File: config.mk
export PLATFORM = sky130hd
export DESIGN_NAME = median_common_mode_subtractor_core
export DESIGN_NICKNAME = d
export VERILOG_FILES = /design/src/rtl/mcms_pkg.sv /design/src/rtl/mcms_ram.sv /design/src/rtl/mcms_ctrl.sv /design/src/rtl/mcms_datapath.sv /design/src/rtl/median_common_mode_subtractor_core.sv
export SDC_FILE = /design/constraint.sdc
export NUM_CORES = 2
export LEC_CHECK = 0
export ABC_AREA = 1
export CAP_MARGIN = 30
export CORE_MARGIN = 1.5
export CORE_UTILIZATION = 35
export CTS_BUF_LIST = sky130_fd_sc_hd__clkbuf_8
export DETAILED_ROUTE_END_ITERATION = 12
export DONT_BUFFER_PORTS = 1
export PLACE_DENSITY = 0.6
export SETUP_SLACK_MARGIN = 0.02
export SYNTH_ARGS = -nofsm -noshare
export SYNTH_HDL_FRONTEND = slang
export SYNTH_SLANG_ARGS = --single-unit
File: constraint.sdc
create_clock -name clk_i -period 4.1 [get_ports clk_i]
set_clock_uncertainty 0.05 [all_clocks]
set_input_delay 0.41 -clock clk_i [delete_from_list [all_inputs] [get_ports clk_i]]
set_output_delay 0.41 -clock clk_i [all_outputs]
set_load 0.02 [all_outputs]
File: src/rtl/mcms_pkg.sv
// ----------------------------------------------------------------------------
// Median common-mode subtractor package
// Shared sizes, the controller state type and the command and status
// bundles that join the controller to the datapath.
// ----------------------------------------------------------------------------
package mcms_pkg;

  // Largest strip group and amplitude width.
  localparam int unsigned GROUP_MAX   = 32;
  localparam int unsigned SAMPLE_BITS = 14;
  localparam int unsigned OUT_BITS    = SAMPLE_BITS + 1;

  // Index into a group, and a count that can hold the full group size.
  localparam int unsigned IDX_W = $clog2(GROUP_MAX);
  localparam int unsigned CNT_W = $clog2(GROUP_MAX + 1);

  // Stream data widths, rounded up to whole bytes.
  localparam int unsigned IN_TDATA_W  = ((SAMPLE_BITS + 7) / 8) * 8;
  localparam int unsigned OUT_TDATA_W = ((OUT_BITS + 7) / 8) * 8;

  // Controller states.
  typedef enum logic [1:0] {
    ST_LOAD,
    ST_MEDIAN,
    ST_EMIT
  } mcms_state_e;

  // Commands from the controller to the datapath.
  typedef struct packed {
    logic load;          // store the incoming amplitude
    logic latch_median;  // capture the middle element of the sorted chain
    logic emit_en;       // allow buffer reads towards the output
    logic clear_group;   // group finished, restart the fill count
  } mcms_cmd_t;

  // Status from the datapath to the controller.
  typedef struct packed {
    logic full_next;  // the next stored strip fills the buffer
    logic drained;    // every buffered strip has left the read stage
  } mcms_status_t;

endpackage

File: src/rtl/mcms_ram.sv
// ----------------------------------------------------------------------------
// Generic simple dual-port RAM
// One write port and one read port with a registered read that holds its
// value while no read is requested.
// ----------------------------------------------------------------------------
module mcms_ram #(
  parameter int unsigned WIDTH = 8,
  parameter int unsigned DEPTH = 16
) (
  input  logic                     clk_i,
  input  logic                     we_i,
  input  logic [$clog2(DEPTH)-1:0] waddr_i,
  input  logic [WIDTH-1:0]         wdata_i,
  input  logic                     re_i,
  input  logic [$clog2(DEPTH)-1:0] raddr_i,
  output logic [WIDTH-1:0]         rdata_o
);

  logic [WIDTH-1:0] mem_q [DEPTH];
  logic [WIDTH-1:0] rdata_q;

  // Write port.
  always_ff @(posedge clk_i) begin
    if (we_i) begin
      mem_q[waddr_i] <= wdata_i;
    end
  end

  // Registered read port.
  always_ff @(posedge clk_i) begin
    if (re_i) begin
      rdata_q <= mem_q[raddr_i];
    end
  end

  assign rdata_o = rdata_q;

endmodule

File: src/rtl/mcms_ctrl.sv
// ----------------------------------------------------------------------------
// Median common-mode subtractor controller
// Sequences loading of a strip group, capture of its median and the
// emission of the corrected amplitudes.
// ----------------------------------------------------------------------------
module mcms_ctrl (
  input  logic                  clk_i,
  input  logic                  rst_ni,
  input  logic                  in_valid_i,
  input  logic                  in_last_i,
  output logic                  in_ready_o,
  input  mcms_pkg::mcms_status_t status_i,
  output mcms_pkg::mcms_cmd_t    cmd_o
);
  import mcms_pkg::*;

  mcms_state_e state_q, state_d;

  // State register.
  always_ff @(posedge clk_i or negedge rst_ni) begin
    if (!rst_ni) begin
      state_q <= ST_LOAD;
    end else begin
      state_q <= state_d;
    end
  end

  // Next state and commands.
  always_comb begin
    state_d            = state_q;
    cmd_o              = '0;
    in_ready_o         = 1'b0;
    case (state_q)
      ST_LOAD: begin
        in_ready_o = 1'b1;
        if (in_valid_i) begin
          cmd_o.load = 1'b1;
          // A marked last strip or a full buffer closes the group.
          if (in_last_i || status_i.full_next) begin
            state_d = ST_MEDIAN;
          end
        end
      end
      ST_MEDIAN: begin
        cmd_o.latch_median = 1'b1;
        state_d            = ST_EMIT;
      end
      ST_EMIT: begin
        cmd_o.emit_en = 1'b1;
        if (status_i.drained) begin
          cmd_o.clear_group = 1'b1;
          state_d           = ST_LOAD;
        end
      end
      default: begin
        state_d = ST_LOAD;
      end
    endcase
  end

endmodule

File: src/rtl/mcms_datapath.sv
// ----------------------------------------------------------------------------
// Median common-mode subtractor datapath
// Arrival-order sample buffer, a sorted insertion chain, the median
// register, the buffer read stage and the output register.
// ----------------------------------------------------------------------------
module mcms_datapath (
  input  logic                                clk_i,
  input  logic                                rst_ni,
  input  mcms_pkg::mcms_cmd_t                 cmd_i,
  output mcms_pkg::mcms_status_t              status_o,
  input  logic signed [mcms_pkg::SAMPLE_BITS-1:0] amplitude_i,
  output logic                                out_valid_o,
  input  logic                                out_ready_i,
  output logic signed [mcms_pkg::OUT_BITS-1:0]    corrected_o,
  output logic                                final_of_group_o
);
  import mcms_pkg::*;

  logic [CNT_W-1:0]              count_q, count_d;
  logic [CNT_W-1:0]              rd_idx_q, rd_idx_d;
  logic [CNT_W-1:0]              half_count;
  logic signed [SAMPLE_BITS-1:0] chain_q [GROUP_MAX];
  logic signed [SAMPLE_BITS-1:0] chain_d [GROUP_MAX];
  logic [GROUP_MAX-1:0]          above;
  logic signed [SAMPLE_BITS-1:0] median_q;
  logic [SAMPLE_BITS-1:0]        rd_data;
  logic                          rd_vld_q, rd_vld_d;
  logic                          rd_last_q;
  logic                          rd_issue;
  logic                          advance;
  logic                          out_vld_q, out_vld_d;
  logic signed [OUT_BITS-1:0]    out_data_q;
  logic                          out_last_q;
  logic signed [OUT_BITS-1:0]    diff;

  // Arrival-order buffer: written while loading, read during emission.
  mcms_ram #(
    .WIDTH (SAMPLE_BITS),
    .DEPTH (GROUP_MAX)
  ) u_sample_buffer (
    .clk_i   (clk_i),
    .we_i    (cmd_i.load),
    .waddr_i (count_q[IDX_W-1:0]),
    .wdata_i (amplitude_i),
    .re_i    (rd_issue),
    .raddr_i (rd_idx_q[IDX_W-1:0]),
    .rdata_o (rd_data)
  );

  // Sorted chain insertion. Cells at or beyond the fill count act as
  // empty slots that hold a value larger than any amplitude. Each cell
  // keeps its value, takes the new amplitude, or takes its lower
  // neighbour's value when the chain shifts up.
  always_comb begin
    for (int i = 0; i < GROUP_MAX; i++) begin
      above[i] = (CNT_W'(i) >= count_q) || (chain_q[i] > amplitude_i);
    end
    for (int i = 0; i < GROUP_MAX; i++) begin
      if (!above[i]) begin
        chain_d[i] = chain_q[i];
      end else if (i > 0 && above[(i > 0) ? i - 1 : 0]) begin
        chain_d[i] = chain_q[(i > 0) ? i - 1 : 0];
      end else begin
        chain_d[i] = amplitude_i;
      end
    end
  end

  always_ff @(posedge clk_i) begin
    if (cmd_i.load) begin
      for (int i = 0; i < GROUP_MAX; i++) begin
        chain_q[i] <= chain_d[i];
      end
    end
  end

  // Median capture: the element at index count/2 of the sorted chain.
  assign half_count = count_q >> 1;

  always_ff @(posedge clk_i) begin
    if (cmd_i.latch_median) begin
      median_q <= chain_q[half_count[IDX_W-1:0]];
    end
  end

  // Read stage and output register handshake.
  assign advance  = rd_vld_q && (!out_vld_q || out_ready_i);
  assign rd_issue = cmd_i.emit_en && (rd_idx_q != count_q) && (!rd_vld_q || advance);

  always_comb begin
    rd_vld_d = rd_vld_q;
    if (rd_issue) begin
      rd_vld_d = 1'b1;
    end else if (advance) begin
      rd_vld_d = 1'b0;
    end

    out_vld_d = out_vld_q;
    if (advance) begin
      out_vld_d = 1'b1;
    end else if (out_ready_i) begin
      out_vld_d = 1'b0;
    end
  end

  // Fill count and read index.
  always_comb begin
    count_d  = count_q;
    rd_idx_d = rd_idx_q;
    if (cmd_i.clear_group) begin
      count_d  = '0;
      rd_idx_d = '0;
    end else begin
      if (cmd_i.load) begin
        count_d = count_q + CNT_W'(1);
      end
      if (rd_issue) begin
        rd_idx_d = rd_idx_q + CNT_W'(1);
      end
    end
  end

  always_ff @(posedge clk_i or negedge rst_ni) begin
    if (!rst_ni) begin
      count_q   <= '0;
      rd_idx_q  <= '0;
      rd_vld_q  <= 1'b0;
      out_vld_q <= 1'b0;
    end else begin
      count_q   <= count_d;
      rd_idx_q  <= rd_idx_d;
      rd_vld_q  <= rd_vld_d;
      out_vld_q <= out_vld_d;
    end
  end

  // The last-of-group flag travels with the read data.
  always_ff @(posedge clk_i) begin
    if (rd_issue) begin
      rd_last_q <= (rd_idx_q == count_q - CNT_W'(1));
    end
  end

  // Subtract the median at one bit wider so the difference always fits.
  assign diff = $signed({rd_data[SAMPLE_BITS-1], rd_data})
              - $signed({median_q[SAMPLE_BITS-1], median_q});

  always_ff @(posedge clk_i) begin
    if (advance) begin
      out_data_q <= diff;
      out_last_q <= rd_last_q;
    end
  end

  assign out_valid_o      = out_vld_q;
  assign corrected_o      = out_data_q;
  assign final_of_group_o = out_last_q;

  // Status towards the controller.
  assign status_o.full_next = (count_q == CNT_W'(GROUP_MAX - 1));
  assign status_o.drained   = (rd_idx_q == count_q) && !rd_vld_q;

  // The fill count never passes the buffer depth.
  a_count_bound: assert property (@(posedge clk_i) disable iff (!rst_ni)
    count_q <= CNT_W'(GROUP_MAX))
    else $error("fill count beyond buffer depth");

  // Reads never run ahead of the strips stored.
  a_read_bound: assert property (@(posedge clk_i) disable iff (!rst_ni)
    rd_idx_q <= count_q)
    else $error("read index beyond fill count");

  // Loading and emission never overlap.
  a_no_overlap: assert property (@(posedge clk_i) disable iff (!rst_ni)
    !(cmd_i.load && cmd_i.emit_en))
    else $error("load during emission");

  // The two lowest filled cells of the chain are in ascending order.
  a_chain_sorted: assert property (@(posedge clk_i) disable iff (!rst_ni)
    (count_q >= CNT_W'(2)) |-> (chain_q[0] <= chain_q[1]))
    else $error("sorted chain out of order");

endmodule

File: src/rtl/median_common_mode_subtractor_core.sv
// ----------------------------------------------------------------------------
// Median common-mode subtractor core
// Flow: each strip transfer is written to the buffer and the sorted chain;
// the transfer that closes the group is followed by median capture, then
// each strip passes the buffer read register and the output register, one
// result per cycle while the output is taken; each is read back once.
// Reset: asynchronous, active low; clears the fill count and all handshakes.
// ----------------------------------------------------------------------------
// Median common-mode subtractor top level
// Buffers a strip group, finds its median and streams out every amplitude
// minus that median in arrival order.
// ----------------------------------------------------------------------------
module median_common_mode_subtractor_core (
  input  logic                                clk_i,
  input  logic                                rst_ni,
  input  logic                                s_axis_tvalid_i,
  output logic                                s_axis_tready_o,
  input  logic [mcms_pkg::IN_TDATA_W-1:0]     s_axis_tdata_i,   // [13:0] amplitude
  input  logic                                s_axis_tlast_i,   // group_end
  output logic                                m_axis_tvalid_o,
  input  logic                                m_axis_tready_i,
  output logic [mcms_pkg::OUT_TDATA_W-1:0]    m_axis_tdata_o,   // [14:0] corrected
  output logic                                m_axis_tlast_o    // final_of_group
);
  import mcms_pkg::*;

  mcms_cmd_t                  cmd;
  mcms_status_t               status;
  logic signed [OUT_BITS-1:0] corrected;

  // Sequencing of load, median capture and emission.
  mcms_ctrl u_ctrl (
    .clk_i      (clk_i),
    .rst_ni     (rst_ni),
    .in_valid_i (s_axis_tvalid_i),
    .in_last_i  (s_axis_tlast_i),
    .in_ready_o (s_axis_tready_o),
    .status_i   (status),
    .cmd_o      (cmd)
  );

  // Storage, sorting and subtraction.
  mcms_datapath u_datapath (
    .clk_i            (clk_i),
    .rst_ni           (rst_ni),
    .cmd_i            (cmd),
    .status_o         (status),
    .amplitude_i      ($signed(s_axis_tdata_i[SAMPLE_BITS-1:0])),
    .out_valid_o      (m_axis_tvalid_o),
    .out_ready_i      (m_axis_tready_i),
    .corrected_o      (corrected),
    .final_of_group_o (m_axis_tlast_o)
  );

  // Zero padding of the result up to whole bytes.
  assign m_axis_tdata_o = OUT_TDATA_W'($unsigned(corrected));

endmodule
==> impl_metrics.toml <==
[final_layout]
final_cell_mix = "nand2_1 (1686), edfxtp_1 (941), nand3_1 (599), nor2_1 (479), ha_1 (467)"
register_area_um2 = 28700
final_common_cell = "nand2_1"
finalNetCount = 6695
drive_above_1_share = 0.0909
multi_input_area_um2 = 24400
n_fill_cell = 15700
syn2layout_area_growth_pct = 11.2

[global_route]
grt_max_degree = 132
overflow = 0
antenna_found_initial = 15
grt_pass1_wl_mm = 286
track_usage = 0.237
grt_pass1_vias = 43700

[power]
p_leak_uw = 0.0262
peakVddDrop_mv = 0.480
p_per_area_nw_per_um2 = 699

[placement]
gp_congestion = 0.960
dpl_worst_slack_ps = 667
hpwl_mm = 122
io_buffers = 0

[synthesis]
postSynthCellCount = 6130
synthFlopType = "edfxtp_1"
synth_seq_cells = 957
syn-cell-area_um2 = 56200
synth_edf_count = 941
synth.distinct_cells = 56
yosys_warnings = 0
seq_area_frac_synth = 0.510
synth_nets = 6619
async_flop_share = 0.0167
syn_area_per_cell_um2 = 9.17

[die]
die_y_um = 404
io_pins = 40
die_x_um = 404
fp-row-count = 146
dieArea_um2 = 163000
initial_core_util = 0.354
coreArea_um2 = 159000

[setup_path]
crit_fanout = 39
max_stage_delay_ps = 790
arrival_ps = 4100
crit_path_end_kind = "register"
startpoint_type = "register"
required_ps = 4680
cp_top_family = "flip-flops"
critical_path_class = "register to register"
slowest_stage = "dfrtp_4"
r2r_slack_ps = 580
crit_chain = "inv_2 -> ha_1 -> buf_4 -> o21ai_2 -> nand2_1 -> nand2_1 -> nand2_1"
cpMostUsedCell = "nand2_1"
path_buf_inv = 2

[route]
vias_per_cell = 5.50
drt_iter0_drc = 5094
routed_wl_mm = 196
ant_nets = 0
drc = 0
vias = 46400
drt-wirelength-per-cell_um = 23.3
first_pass_iters = 6

[sta]
hold_viol = 0
finalSetupViolations = 0
rsz0062_at_grt = "false"
timing.hold.ws_ps = 166
setup-tns-final_ps = 0
slew_headroom = 0.359
post-route-min-period_ps = 3520
drv_slew = 0
min_period_over_period = 0.858
fin_ws_ps = 584
max_freq_ghz = 0.284
worstMarginPinSlew_ps = 961

[cts]
clk_pin_slew_ps = 70
numCtsBuffers = 163
clock-root-buffer = "clkbuf_8"
clk_path_buf_depth = 3
clock_latency_ps = 930
htreeDepth = 4
cts_tree = "done"
postCtsSetupBuffers = 0
cts.sinks = 957

[run_status]
status = "finished clean"

[job]
drv_cap = 0

[worst_hold_path]
hold_class = "input pin to register"
[path summary, 6_finish.rpt]
check,startpoint,to,cells after the start
min in group asynchronous,rst_ni,u_datapath.rd_idx_q[4],2
setup reg to reg,u_datapath.count_q[1],u_datapath.chain_q[5][1],7
hold reg to reg,u_ctrl.state_q[1],u_ctrl.state_q[1],1
max in group asynchronous,rst_ni,u_datapath.count_q[1],2
setup / recovery,u_datapath.count_q[1],u_datapath.chain_q[5][1],7
hold / removal,s_axis_tdata_i[0],u_datapath.chain_q[29][9],5
[synthesized netlist by cell type, drive strengths merged, types with 27 or more instances]
cell type | n | area [µm²]
a21oi | 232 | 1160
a22oi | 67 | 503
buf | 148 | 928
clkbuf | 162 | 609
edfxtp | 941 | 28300
ha | 467 | 5840
inv | 420 | 1590
nand2 | 1708 | 6490
nand3 | 601 | 3020
nand4 | 70 | 444
nor2 | 490 | 1910
nor3 | 27 | 151
o211ai | 78 | 586
o21ai | 392 | 2010
o22ai | 122 | 763
or2 | 82 | 513
[sequential cells by signal, indices dropped and copies added (netlist names)]
signal                              flops
u_ctrl.state_q                          2
u_datapath.chain_q                    448
u_datapath.corrected_o                 15
u_datapath.count_q                      6
u_datapath.final_of_group_o             1
u_datapath.median_q                    14
u_datapath.out_valid_o                  1
u_datapath.rd_idx_q                     6
u_datapath.rd_last_q                    1
u_datapath.rd_vld_q                     1
u_datapath.u_sample_buffer.mem_q      448
u_datapath.u_sample_buffer.rdata_o     14
[power by group]
group / internal, µW / switching, µW / total, µW
clock network: 4170 / 4260 / 8430
registers: 13900 / 2150 / 16100
logic: 5880 / 13300 / 19200
[logic make-up after synthesis]
kind of cell / after synthesis / synth area share
AOI/OAI and AO/OA: 933 / 0.0969
xor gates and xnor gates: 23 / 0.00372
adders and majority gates: 468 / 0.104
buffers and inverters: 731 / 0.0558
DFF: 957 / 0.510
muxes: 26 / 0.00463
other: 1 / 0.0000667
and+or+nand+nor: 2991 / 0.225
[per-stage QoR]
stage | power [µW] | cells | cell area (µm²) | util
2_1_floorplan | 28100 | 6130 | 56200 | -
3_3_place_gp | 34300 | 8078 | 58800 | 0.370
3_5_place_dp | 34700 | 8079 | 58800 | 0.370
4_1_cts | 43400 | 8408 | 62500 | 0.393
5_1_grt | 46400 | 8412 | 62500 | 0.393
6_report | 43700 | 8428 | 62500 | 0.393
[final cells by class]
| class | instances | area share |
|---|---|---|
| Multi-Input combinational cell | 4442 | 0.391 |
| Antenna cell | 20 | 0.000801 |
| Tap cell | 2072 | 0.0415 |
| Timing Repair Buffer | 221 | 0.0340 |
| Sequential cell | 957 | 0.459 |
| Clock inverter | 131 | 0.0128 |
| Clock buffer | 164 | 0.0361 |
| Inverter | 421 | 0.0256 |
[routing by layer]
metal,vias up,GRT usage,share of wire
met1,22300,0.316,0.41
met2,2130,0.371,0.45
met4,10,0.113,0.048
met3,434,0.0436,0.088
met5,-,0,0.00053
li1,21500,-,-
[what timing repair did]
item | 4_1_cts | 5_1_grt
gates resized for setup | 0 | 0
endpoints found under the hold margin | 935 | 0
hold buffers | 34 | 0
[worst min-delay path, delay by kind of cell]
kind	cells	cell delay (ps)
simple gates	4	420
fa+ha+maj	1	150
(Power assumes the default switching activity.)
